**config.mk**
```make
export PLATFORM = sky130hd
export DESIGN_NAME = char_constant_packer_unit
export DESIGN_NICKNAME = d
export VERILOG_FILES = /design/src/rtl/ccp_pkg.sv /design/src/rtl/char_constant_packer_unit.sv /design/src/rtl/ccp_in_stage.sv /design/src/rtl/ccp_scan.sv /design/src/rtl/ccp_out_fifo.sv
export SDC_FILE = /design/constraint.sdc
export NUM_CORES = 1
export LEC_CHECK = 0
export BUFFER_PORTS_ARGS = -buffer_cell sky130_fd_sc_hd__buf_2
export CAP_MARGIN = 20
export CELL_PAD_IN_SITES_DETAIL_PLACEMENT = 2
export CELL_PAD_IN_SITES_GLOBAL_PLACEMENT = 2
export CORE_ASPECT_RATIO = 1.2
export CORE_MARGIN = 2
export CORE_UTILIZATION = 45
export CTS_CLUSTER_SIZE = 8
export DETAILED_ROUTE_END_ITERATION = 7
export GPL_TIMING_DRIVEN = 1
export MAX_ROUTING_LAYER = met4
export PLACE_DENSITY_LB_ADDON = 0.1
export SKIP_LAST_GASP = 1
export SLEW_MARGIN = 20
export SYNTH_ARGS = -nofsm -noshare
export SYNTH_HDL_FRONTEND = slang
export SYNTH_SLANG_ARGS = --single-unit
export TNS_END_PERCENT = 100
```
**constraint.sdc**
```tcl
create_clock -name clk_i -period 15.5 [get_ports clk_i]
set_clock_uncertainty 0.05 [all_clocks]
set_input_delay 0.775 -clock clk_i [delete_from_list [all_inputs] [get_ports clk_i]]
set_output_delay 0.775 -clock clk_i [all_outputs]
set_load 0.02 [all_outputs]
```
**src/rtl/ccp_pkg.sv**
```systemverilog
// shared types, constants and helper functions of the character constant packer
`default_nettype none

package ccp_pkg;

  localparam int unsigned MAX_BYTES    = 6;
  localparam int unsigned BYTE_W       = 8;
  localparam int unsigned VALUE_W      = 48;
  localparam int unsigned COUNT_W      = 3;
  localparam int unsigned IN_TDATA_W   = 8;
  localparam int unsigned OUT_TDATA_W  = 56;
  localparam int unsigned OUT_FIELDS_W = VALUE_W + COUNT_W + 1;

  localparam logic [7:0] CH_NUL    = 8'h00;
  localparam logic [7:0] CH_QUOTE  = 8'h27;
  localparam logic [7:0] CH_BSLASH = 8'h5C;
  localparam logic [7:0] CH_0      = 8'h30;
  localparam logic [7:0] CH_7      = 8'h37;
  localparam logic [7:0] CH_8      = 8'h38;
  localparam logic [7:0] CH_9      = 8'h39;
  localparam logic [7:0] CH_UP_A   = 8'h41;
  localparam logic [7:0] CH_UP_F   = 8'h46;
  localparam logic [7:0] CH_UP_L   = 8'h4C;
  localparam logic [7:0] CH_UP_U   = 8'h55;
  localparam logic [7:0] CH_LO_A   = 8'h61;
  localparam logic [7:0] CH_LO_B   = 8'h62;
  localparam logic [7:0] CH_LO_F   = 8'h66;
  localparam logic [7:0] CH_LO_N   = 8'h6E;
  localparam logic [7:0] CH_LO_R   = 8'h72;
  localparam logic [7:0] CH_LO_T   = 8'h74;
  localparam logic [7:0] CH_LO_U   = 8'h75;
  localparam logic [7:0] CH_LO_V   = 8'h76;
  localparam logic [7:0] CH_LO_X   = 8'h78;

  localparam logic [7:0] ESC_BEL = 8'h07;
  localparam logic [7:0] ESC_BS  = 8'h08;
  localparam logic [7:0] ESC_FF  = 8'h0C;
  localparam logic [7:0] ESC_LF  = 8'h0A;
  localparam logic [7:0] ESC_CR  = 8'h0D;
  localparam logic [7:0] ESC_HT  = 8'h09;
  localparam logic [7:0] ESC_VT  = 8'h0B;

  localparam logic [7:0] UTF_CONT_MASK = 8'hC0;
  localparam logic [7:0] UTF_CONT_VAL  = 8'h80;
  localparam logic [7:0] UTF_LEAD2_MSK = 8'hE0;
  localparam logic [7:0] UTF_LEAD2_VAL = 8'hC0;
  localparam logic [7:0] UTF_LEAD3_MSK = 8'hF0;
  localparam logic [7:0] UTF_LEAD3_VAL = 8'hE0;
  localparam logic [7:0] UTF_LEAD4_MSK = 8'hF8;
  localparam logic [7:0] UTF_LEAD4_VAL = 8'hF0;

  typedef enum logic [1:0] {
    ST_OK       = 2'd0,
    ST_TOO_LONG = 2'd1,
    ST_BAD_LEAD = 2'd2,
    ST_BAD_CONT = 2'd3
  } status_e;

  typedef enum logic [7:0] {
    MODE_IDLE    = 8'b0000_0001,
    MODE_AFTER_U = 8'b0000_0010,
    MODE_QUOTE   = 8'b0000_0100,
    MODE_BODY    = 8'b0000_1000,
    MODE_ESC     = 8'b0001_0000,
    MODE_OCT     = 8'b0010_0000,
    MODE_HEX     = 8'b0100_0000,
    MODE_UTF8    = 8'b1000_0000
  } mode_e;

  typedef struct packed {
    logic [BYTE_W-1:0] char_byte;
    logic              lexeme_start;
  } item_t;

  typedef struct packed {
    logic [VALUE_W-1:0] literal_value;
    logic [COUNT_W-1:0] byte_count;
    logic               unsigned_type;
    status_e            status;
  } result_t;

  // {valid, digit value}
  function automatic logic [4:0] hex_digit(input logic [7:0] b);
    logic [4:0] r;
    r = '0;
    if (b >= CH_0 && b <= CH_9) begin
      r = {1'b1, 4'(b - CH_0)};
    end else if (b >= CH_LO_A && b <= CH_LO_F) begin
      r = {1'b1, 4'(b - CH_LO_A + 8'd10)};
    end else if (b >= CH_UP_A && b <= CH_UP_F) begin
      r = {1'b1, 4'(b - CH_UP_A + 8'd10)};
    end
    return r;
  endfunction

endpackage

`default_nettype wire

```
**src/rtl/char_constant_packer_unit.sv**
```systemverilog
// top level of the character constant packer
//
// Decodes a C character constant arriving one byte per transaction on the
// slave stream: tdata[7:0] is the raw byte, tuser marks the first byte of a
// lexeme. Prefix and quote are skipped, escapes decoded, UTF-8 checked, and
// bytes packed big-endian. On the closing quote, a NUL or an error one result
// comes out on the master stream: tdata holds the value, byte count and
// unsigned flag, tuser the status (ok, too long, bad lead, bad continuation).
// Throughput is one byte per cycle while the result buffer is not full: each
// byte is held in the input register and decoded by the scanner in a single pass.
// The result of the closing byte passes the input register and then the result
// buffer register before it is valid on the master side.
// When the receiver stalls, results collect in a two-entry buffer; once it is
// full the input register holds its byte and slave tready drops.
// Reset empties the input register and the buffer and puts the scanner into
// idle, where bytes are dropped until one arrives with tuser set.
`default_nettype none

module char_constant_packer_unit #(
  parameter int unsigned MaxBytes = ccp_pkg::MAX_BYTES
) (
  input  wire logic                               clk_i,
  input  wire logic                               rst_ni,
  input  wire logic                               s_axis_tvalid,
  output logic                                    s_axis_tready,
  input  wire logic [ccp_pkg::IN_TDATA_W-1:0]     s_axis_tdata,  // char_byte
  input  wire logic                               s_axis_tuser,  // lexeme_start
  output logic                                    m_axis_tvalid,
  input  wire logic                               m_axis_tready,
  // literal_value, byte_count, unsigned_type, zero pad
  output logic [ccp_pkg::OUT_TDATA_W-1:0]         m_axis_tdata,
  output logic [1:0]                              m_axis_tuser   // status
);
  import ccp_pkg::*;

  item_t   in_item;
  item_t   item;
  logic    item_valid;
  logic    take;
  logic    res_valid;
  result_t res;
  result_t out_res;
  logic    fifo_full;

  assign in_item.char_byte    = s_axis_tdata;
  assign in_item.lexeme_start = s_axis_tuser;

  assign take = item_valid && !fifo_full;

  ccp_in_stage u_in_stage (
    .clk_i        (clk_i),
    .rst_ni       (rst_ni),
    .in_valid_i   (s_axis_tvalid),
    .in_ready_o   (s_axis_tready),
    .in_item_i    (in_item),
    .take_i       (take),
    .item_valid_o (item_valid),
    .item_o       (item)
  );

  ccp_scan #(
    .MaxBytes (MaxBytes)
  ) u_scan (
    .clk_i       (clk_i),
    .rst_ni      (rst_ni),
    .step_i      (take),
    .item_i      (item),
    .res_valid_o (res_valid),
    .res_o       (res)
  );

  ccp_out_fifo u_out_fifo (
    .clk_i       (clk_i),
    .rst_ni      (rst_ni),
    .push_i      (res_valid),
    .push_data_i (res),
    .full_o      (fifo_full),
    .out_valid_o (m_axis_tvalid),
    .out_ready_i (m_axis_tready),
    .out_data_o  (out_res)
  );

  assign m_axis_tdata = {{(OUT_TDATA_W - OUT_FIELDS_W){1'b0}}, out_res.unsigned_type,
                         out_res.byte_count, out_res.literal_value};
  assign m_axis_tuser = out_res.status;

endmodule

`default_nettype wire

```
**src/rtl/ccp_in_stage.sv**
```systemverilog
// input register stage of the character constant packer
`default_nettype none

module ccp_in_stage (
  input  wire logic          clk_i,
  input  wire logic          rst_ni,
  input  wire logic          in_valid_i,
  output logic               in_ready_o,
  input  wire ccp_pkg::item_t in_item_i,
  input  wire logic          take_i,
  output logic               item_valid_o,
  output ccp_pkg::item_t     item_o
);
  import ccp_pkg::*;

  logic  valid_q, valid_d;
  item_t item_q;
  logic  load;

  assign in_ready_o = !valid_q || take_i;
  assign load       = in_valid_i && in_ready_o;

  always_comb begin
    valid_d = valid_q;
    if (load) begin
      valid_d = 1'b1;
    end else if (take_i) begin
      valid_d = 1'b0;
    end
  end

  always_ff @(posedge clk_i or negedge rst_ni) begin
    if (!rst_ni) begin
      valid_q <= 1'b0;
    end else begin
      valid_q <= valid_d;
    end
  end

  always_ff @(posedge clk_i) begin
    if (load) begin
      item_q <= in_item_i;
    end
  end

  assign item_valid_o = valid_q;
  assign item_o       = item_q;

  take_needs_item: assert property (@(posedge clk_i) disable iff (!rst_ni)
    take_i |-> valid_q)
    else $error("item taken from an empty input register");

endmodule

`default_nettype wire

```
**src/rtl/ccp_scan.sv**
```systemverilog
// lexeme scanner state and per-byte decode and pack logic
`default_nettype none

module ccp_scan #(
  parameter int unsigned MaxBytes = ccp_pkg::MAX_BYTES
) (
  input  wire logic           clk_i,
  input  wire logic           rst_ni,
  input  wire logic           step_i,
  input  wire ccp_pkg::item_t item_i,
  output logic                res_valid_o,
  output ccp_pkg::result_t    res_o
);
  import ccp_pkg::*;

  localparam int unsigned CntW = $clog2(MaxBytes + 2);

  mode_e              mode_q, mode_d;
  logic [VALUE_W-1:0] val_q, val_d;
  logic [CntW-1:0]    cnt_q, cnt_d;
  logic [7:0]         esc_q, esc_d;
  logic [1:0]         oct_q, oct_d;
  logic [1:0]         utf_q, utf_d;

  logic       fire;
  status_e    fire_st;
  logic       do_body;
  logic       pack_en;
  logic [7:0] pack_byte;
  logic [7:0] b;
  logic [4:0] hx;
  logic [1:0] rem;
  logic       lead_ok;

  assign b  = item_i.char_byte;
  assign hx = hex_digit(b);

  always_comb begin
    mode_d    = mode_q;
    val_d     = val_q;
    cnt_d     = cnt_q;
    esc_d     = esc_q;
    oct_d     = oct_q;
    utf_d     = utf_q;
    fire      = 1'b0;
    fire_st   = ST_OK;
    do_body   = 1'b0;
    pack_en   = 1'b0;
    pack_byte = '0;
    rem       = '0;
    lead_ok   = 1'b0;

    if (step_i && item_i.lexeme_start) begin
      val_d = '0;
      cnt_d = '0;
      esc_d = '0;
      oct_d = '0;
      utf_d = '0;
      if (b == CH_NUL) begin
        fire = 1'b1;
      end else if (b == CH_UP_L || b == CH_UP_U) begin
        mode_d = MODE_QUOTE;
      end else if (b == CH_LO_U) begin
        mode_d = MODE_AFTER_U;
      end else begin
        mode_d = MODE_BODY;
      end
    end else if (step_i) begin
      case (mode_q)
        MODE_AFTER_U: begin
          if (b == CH_NUL) begin
            fire = 1'b1;
          end else begin
            mode_d = (b == CH_8) ? MODE_QUOTE : MODE_BODY;
          end
        end
        MODE_QUOTE: begin
          if (b == CH_NUL) begin
            fire = 1'b1;
          end else begin
            mode_d = MODE_BODY;
          end
        end
        MODE_BODY: begin
          do_body = 1'b1;
        end
        MODE_ESC: begin
          mode_d = MODE_BODY;
          case (b)
            CH_NUL:  fire = 1'b1;
            CH_LO_A: begin pack_en = 1'b1; pack_byte = ESC_BEL; end
            CH_LO_B: begin pack_en = 1'b1; pack_byte = ESC_BS;  end
            CH_LO_F: begin pack_en = 1'b1; pack_byte = ESC_FF;  end
            CH_LO_N: begin pack_en = 1'b1; pack_byte = ESC_LF;  end
            CH_LO_R: begin pack_en = 1'b1; pack_byte = ESC_CR;  end
            CH_LO_T: begin pack_en = 1'b1; pack_byte = ESC_HT;  end
            CH_LO_V: begin pack_en = 1'b1; pack_byte = ESC_VT;  end
            CH_LO_X: begin
              esc_d  = '0;
              mode_d = MODE_HEX;
            end
            default: begin
              if (b inside {[CH_0:CH_7]}) begin
                esc_d  = {5'd0, b[2:0]};
                oct_d  = 2'd1;
                mode_d = MODE_OCT;
              end else begin
                pack_en   = 1'b1;
                pack_byte = b;
              end
            end
          endcase
        end
        MODE_OCT: begin
          if (b inside {[CH_0:CH_7]} && oct_q < 2'd3) begin
            esc_d = {esc_q[4:0], b[2:0]};
            oct_d = oct_q + 2'd1;
            if (oct_q == 2'd2) begin
              mode_d    = MODE_BODY;
              pack_en   = 1'b1;
              pack_byte = esc_d;
            end
          end else begin
            mode_d    = MODE_BODY;
            pack_en   = 1'b1;
            pack_byte = esc_q;
            do_body   = 1'b1;
          end
        end
        MODE_HEX: begin
          if (hx[4]) begin
            esc_d = {esc_q[3:0], hx[3:0]};
          end else begin
            mode_d    = MODE_BODY;
            pack_en   = 1'b1;
            pack_byte = esc_q;
            do_body   = 1'b1;
          end
        end
        MODE_UTF8: begin
          if ((b & UTF_CONT_MASK) != UTF_CONT_VAL) begin
            fire    = 1'b1;
            fire_st = ST_BAD_CONT;
          end else begin
            pack_en   = 1'b1;
            pack_byte = b;
            utf_d     = utf_q - 2'd1;
            if (utf_q == 2'd1) begin
              mode_d = MODE_BODY;
            end
          end
        end
        default: begin
          mode_d = mode_q;
        end
      endcase
    end

    // escape byte or plain byte from the mode logic
    if (pack_en) begin
      val_d = {val_d[VALUE_W-BYTE_W-1:0], pack_byte};
      cnt_d = cnt_d + CntW'(1);
      if (cnt_d > CntW'(MaxBytes)) begin
        fire    = 1'b1;
        fire_st = ST_TOO_LONG;
        do_body = 1'b0;
      end
    end

    // byte handled as a normal body byte, after a flushed escape where needed
    if (do_body) begin
      if (b == CH_QUOTE || b == CH_NUL) begin
        fire = 1'b1;
      end else if (b == CH_BSLASH) begin
        mode_d = MODE_ESC;
      end else begin
        if (!b[7]) begin
          lead_ok = 1'b1;
        end else if ((b & UTF_LEAD2_MSK) == UTF_LEAD2_VAL) begin
          lead_ok = 1'b1;
          rem     = 2'd1;
        end else if ((b & UTF_LEAD3_MSK) == UTF_LEAD3_VAL) begin
          lead_ok = 1'b1;
          rem     = 2'd2;
        end else if ((b & UTF_LEAD4_MSK) == UTF_LEAD4_VAL) begin
          lead_ok = 1'b1;
          rem     = 2'd3;
        end
        if (!lead_ok) begin
          fire    = 1'b1;
          fire_st = ST_BAD_LEAD;
        end else begin
          val_d = {val_d[VALUE_W-BYTE_W-1:0], b};
          cnt_d = cnt_d + CntW'(1);
          if (cnt_d > CntW'(MaxBytes)) begin
            fire    = 1'b1;
            fire_st = ST_TOO_LONG;
          end else if (b[7]) begin
            utf_d  = rem;
            mode_d = MODE_UTF8;
          end
        end
      end
    end

    if (fire) begin
      mode_d = MODE_IDLE;
    end
  end

  always_comb begin
    res_valid_o = fire;
    res_o       = '0;
    res_o.status = fire_st;
    if (fire_st == ST_OK) begin
      res_o.literal_value = val_d;
      res_o.byte_count    = COUNT_W'(cnt_d);
      res_o.unsigned_type = (cnt_d == CntW'(MaxBytes));
    end
  end

  always_ff @(posedge clk_i or negedge rst_ni) begin
    if (!rst_ni) begin
      mode_q <= MODE_IDLE;
      val_q  <= '0;
      cnt_q  <= '0;
      esc_q  <= '0;
      oct_q  <= '0;
      utf_q  <= '0;
    end else if (step_i) begin
      mode_q <= mode_d;
      val_q  <= val_d;
      cnt_q  <= cnt_d;
      esc_q  <= esc_d;
      oct_q  <= oct_d;
      utf_q  <= utf_d;
    end
  end

  result_needs_step: assert property (@(posedge clk_i) disable iff (!rst_ni)
    res_valid_o |-> step_i)
    else $error("result produced without a byte");

  error_fields_zero: assert property (@(posedge clk_i) disable iff (!rst_ni)
    (res_valid_o && res_o.status != ST_OK) |->
      (res_o.literal_value == '0 && res_o.byte_count == '0 && !res_o.unsigned_type))
    else $error("error result carries nonzero fields");

  idle_after_result: assert property (@(posedge clk_i) disable iff (!rst_ni)
    res_valid_o |=> mode_q == MODE_IDLE)
    else $error("scanner not idle after a result");

endmodule

`default_nettype wire

```
**src/rtl/ccp_out_fifo.sv**
```systemverilog
// two-entry result buffer decoupling the scanner from the output stall
`default_nettype none

module ccp_out_fifo (
  input  wire logic             clk_i,
  input  wire logic             rst_ni,
  input  wire logic             push_i,
  input  wire ccp_pkg::result_t push_data_i,
  output logic                  full_o,
  output logic                  out_valid_o,
  input  wire logic             out_ready_i,
  output ccp_pkg::result_t      out_data_o
);
  import ccp_pkg::*;

  result_t    mem_q [2];
  logic       wr_ptr_q, wr_ptr_d;
  logic       rd_ptr_q, rd_ptr_d;
  logic [1:0] cnt_q, cnt_d;
  logic       pop;

  assign full_o      = (cnt_q == 2'd2);
  assign out_valid_o = (cnt_q != 2'd0);
  assign out_data_o  = mem_q[rd_ptr_q];
  assign pop         = out_valid_o && out_ready_i;

  always_comb begin
    wr_ptr_d = push_i ? !wr_ptr_q : wr_ptr_q;
    rd_ptr_d = pop ? !rd_ptr_q : rd_ptr_q;
    cnt_d    = cnt_q + {1'b0, push_i} - {1'b0, pop};
  end

  always_ff @(posedge clk_i or negedge rst_ni) begin
    if (!rst_ni) begin
      wr_ptr_q <= 1'b0;
      rd_ptr_q <= 1'b0;
      cnt_q    <= 2'd0;
    end else begin
      wr_ptr_q <= wr_ptr_d;
      rd_ptr_q <= rd_ptr_d;
      cnt_q    <= cnt_d;
    end
  end

  always_ff @(posedge clk_i) begin
    if (push_i) begin
      mem_q[wr_ptr_q] <= push_data_i;
    end
  end

  no_push_when_full: assert property (@(posedge clk_i) disable iff (!rst_ni)
    full_o |-> !push_i)
    else $error("result pushed into a full buffer");

  count_in_range: assert property (@(posedge clk_i) disable iff (!rst_ni)
    cnt_q != 2'd3)
    else $error("result buffer count out of range");

endmodule

`default_nettype wire

```
==> results.tsv <==
stage	metric	value	unit
outcome	status	completed	
cts	number of gates resized after cts	0	
cts	Max H-tree Level	4	
grt	initial antenna violation count	0	
cts	# hold bufs at CTS	0	
timing	RSZ-0062 raised after global routing	no	
die	Initial Util	0.460	
yosys	post-synthesis sequential area ratio	0.543	
critical_path	Worst Setup End Kind	register	
finish	ANT cells	0	
place	placed cells	1123	
worst_hold_path	worst hold path class	in -> async	
yosys	Yosys reg bits	193	
place	IO buf count	68	
critical_path	Crit path largest cell delay	1.03	ns
finish	final instance area	11100	um^2
timing	Max Fclk	0.169	GHz
yosys	Cells after Synth	825	
yosys	Primary FF master, synth	edfxtp_1	
yosys	Post-synth EDFFs	117	
yosys	Cell Area, Synth	9980	um^2
finish	commonest cells after routing, fill and taps aside	117 x edfxtp_1, 104 x nor2_1, 74 x dfrtp_1	
critical_path	slowest cell on the critical path	edfxtp_1	
power_and_ir_drop	total power	1.69	mW
drt	Vias	7001	
cts	Clock Sinks	193	
timing	Post-Route Setup TNS	0	ns
critical_path	Setup CP Type	reg -> reg	
finish	ratio of cells with drive above 1 in the final layout	0.271	
yosys	async set or reset register ratio after synthesis	0.394	
drt	drt first-iter violations	524	
timing	Worst-Margin Slew	1.07	ns
timing	Fin. Hold Viols	0	
critical_path	CP Max Fanout	54	
yosys	Adder-Cell Fraction of Synth Area	0.0175	
finish	commonest non-fill, non-tap cell in the layout	edfxtp_1	
yosys	largest family of logic cells by synthesized area	simple AND/OR/NAND/NOR gates	
cts	TritonCTS clock tree	yes	
timing	normalized max-slew margin	0.287	
place	RePlAce Congestion	1.02	
critical_path	Crit path top cell by count	nor3_1	
grt	vias in the first global route	7743	
critical_path	Crit path max-delay family	simple AND/OR/NAND/NOR gates	
cts	postcts setup bufs	0	
grt	total global routing overflow	0	
timing	fin. max-slew vios	0	
cts	CTS buffer count	17	
cts	clk slew on worst S/H paths	0.08	ns
yosys	XOR/XNOR Fraction of Synth Area	0.0155	
cts	clk buf depth	2	
grt	global-route wire length before repair	48000	um
drt	Final ANT Viol Nets	0	
yosys	Post-Synth Simple-Gate Area	0.165	
timing	Min Hold Slack	0.302	ns
run	# Max-Cap Violations	0	
place	Post-DP Area	10400	um^2
power_and_ir_drop	PwrDens	153	nW/um^2
drt	DR WL/cell	26.6	um
critical_path	Buf/Inv on CP	3	
drt	drt pass-1 iters	7	
critical_path	critical path, cell by cell	nand2_1 -> nor3_1 -> nor3_1 -> a31o_1 -> o21ai_4 -> buf_4 -> nand2_1 -> o21ai_1 -> inv_1 -> ha_1 -> nor3_1 -> nand2_1 -> mux2i_1 -> nor3_1 -> o21a_1 -> nor2b_4 -> buf_4	
finish	nets	895	
place	DPL Wire Length	21200	um
die	Ports	73	
drt	ratio of routed vias to standard cells	6.06	
die	row count	59	
grt	largest net degree at the start of global routing	77	
power_and_ir_drop	Leak	4.44	nW
die	Die ar.	23400	um^2
timing	min cycle time layout	5.90	ns
yosys	multiplexer share of the synthesized area	0.0736	
cts	clock root buffer	clkbuf_16	
yosys	synthesized area per cell	12.1	um^2
drt	drt drc	0	
finish	P&R area growth vs syn	10.8	%
finish	Filler cells	2147	
yosys	Synth Area in Compound Gates	0.146	
yosys	synth unique cells	86	
timing	final period utilization	0.381	
die	CORE AREA	21700	um^2
die	die height	167	um
die	Die W	140	um
finish	post-route insts no fill	1155	
drt	Routed WL	30700	um
critical_path	Worst EP arrival	5.92	ns
critical_path	startpoint types	register	
power_and_ir_drop	worst vdd ir	0.0988	mV
grt	Total Routing Usage GR	0.278	
cts	worst skew pair latency	0.45	ns
yosys	Ys Warns	0	
critical_path	WP data required	15.52	ns
timing	count of final setup violators	0	
## final cells by class
type                       count  area, um^2  share of cell area
timing repair buffer          78         422              0.0381
multi-input combinational    563        4210               0.381
sequential                   193        5420               0.490
clock inverter                15         184              0.0166
tap                          274         343              0.0310
clock buffer                  17         425              0.0385
inverter                      15        56.3             0.00509
## flip-flops by register name, summed over array words and instances (netlist names)
register                 count
u_scan.oct_q                 2
u_scan.mode_q                8
u_scan.utf_q                 2
u_scan.esc_q                 8
u_out_fifo.mem_q           108
u_out_fifo.wr_ptr_q          1
u_out_fifo.rd_ptr_q          1
u_in_stage.item_valid_o      1
u_in_stage.item_o            9
u_out_fifo.cnt_q             2
u_scan.cnt_q                 3
u_scan.val_q                48
## per-layer routing
| layer | share of wire | global-route usage | wire length (um) | vias up |
|---|---|---|---|---|
| met5 | 0 | - | 0 | - |
| met4 | 0.040 | 0.117 | 1240 | 0 |
| met3 | 0.035 | 0.0397 | 1060 | 61 |
| met2 | 0.53 | 0.483 | 16300 | 184 |
| met1 | 0.39 | 0.323 | 12100 | 3622 |
| li1 | - | - | - | 3134 |
## cells in the mapped netlist (4+ instances only)
cell	n	area, um^2
a211oi_1	9	67.6
a21o_1	6	45.0
a21oi_1	23	115
a21oi_2	4	35.0
a221oi_1	4	35.0
a221oi_2	31	465
a22o_1	4	35.0
a22oi_1	8	60.1
a31oi_1	9	56.3
and2_1	41	257
and3_1	4	25.0
buf_2	15	75.1
buf_4	8	60.1
buf_6	10	113
clkbuf_1	22	82.6
dfrtp_1	75	1880
edfxtp_1	117	3510
ha_1	14	175
inv_1	15	56.3
mux2_2	59	664
mux2i_1	7	70.1
nand2_1	36	135
nand2b_1	10	62.6
nand3_1	19	95.1
nor2_1	106	398
nor2b_1	20	125
nor3_1	14	70.1
nor4_1	4	25.0
nor4b_1	4	35.0
o21a_1	4	30.0
o21ai_0	22	110
o21ai_1	6	30.0
or3_1	5	31.3
xnor2_1	12	105
## metrics by stage
step / setup WS, ns / util
2_1_floorplan: 9.01 / -
3_3_place_gp: 10.20 / 0.481
3_5_place_dp: 9.72 / 0.481
4_1_cts: 9.63 / 0.509
5_1_grt: 9.21 / 0.510
6_report: 9.60 / 0.510
## power by group
part,leakage (nW),switching (mW),internal [mW]
Clock,0.293,0.234,0.221
Sequential,2.13,0.0744,0.611
Combinational,2.02,0.351,0.197
## cells by family (layout without fill, tap and decap cells)
group / Yosys count / in the layout
simple gates: 296 / 296
flops: 193 / 193
compound gates: 167 / 167
buf+inv: 72 / 125
mux: 66 / 66
xor+xnor: 16 / 16
fa+ha+maj: 14 / 14
other cells: 1 / 4
## worst paths after layout
path | to | from | slack, ns | cells after the start
hold / removal | u_out_fifo.cnt_q[1] | rst_ni | 0.30 | 1
hold reg to reg | u_scan.utf_q[1] | u_scan.utf_q[1] | 0.49 | 2
max in group asynchronous | u_scan.val_q[42] | rst_ni | 14.51 | 1
min in group clk_i | u_in_stage.item_o[2] | s_axis_tdata[1] | 0.45 | 1
setup / recovery | u_out_fifo.mem_q[1][47] | u_in_stage.item_o[4] | 9.60 | 17
setup reg to reg | u_out_fifo.mem_q[1][47] | u_in_stage.item_o[4] | 9.60 | 17
No activity file was read; power rests on OpenSTA's default activity.
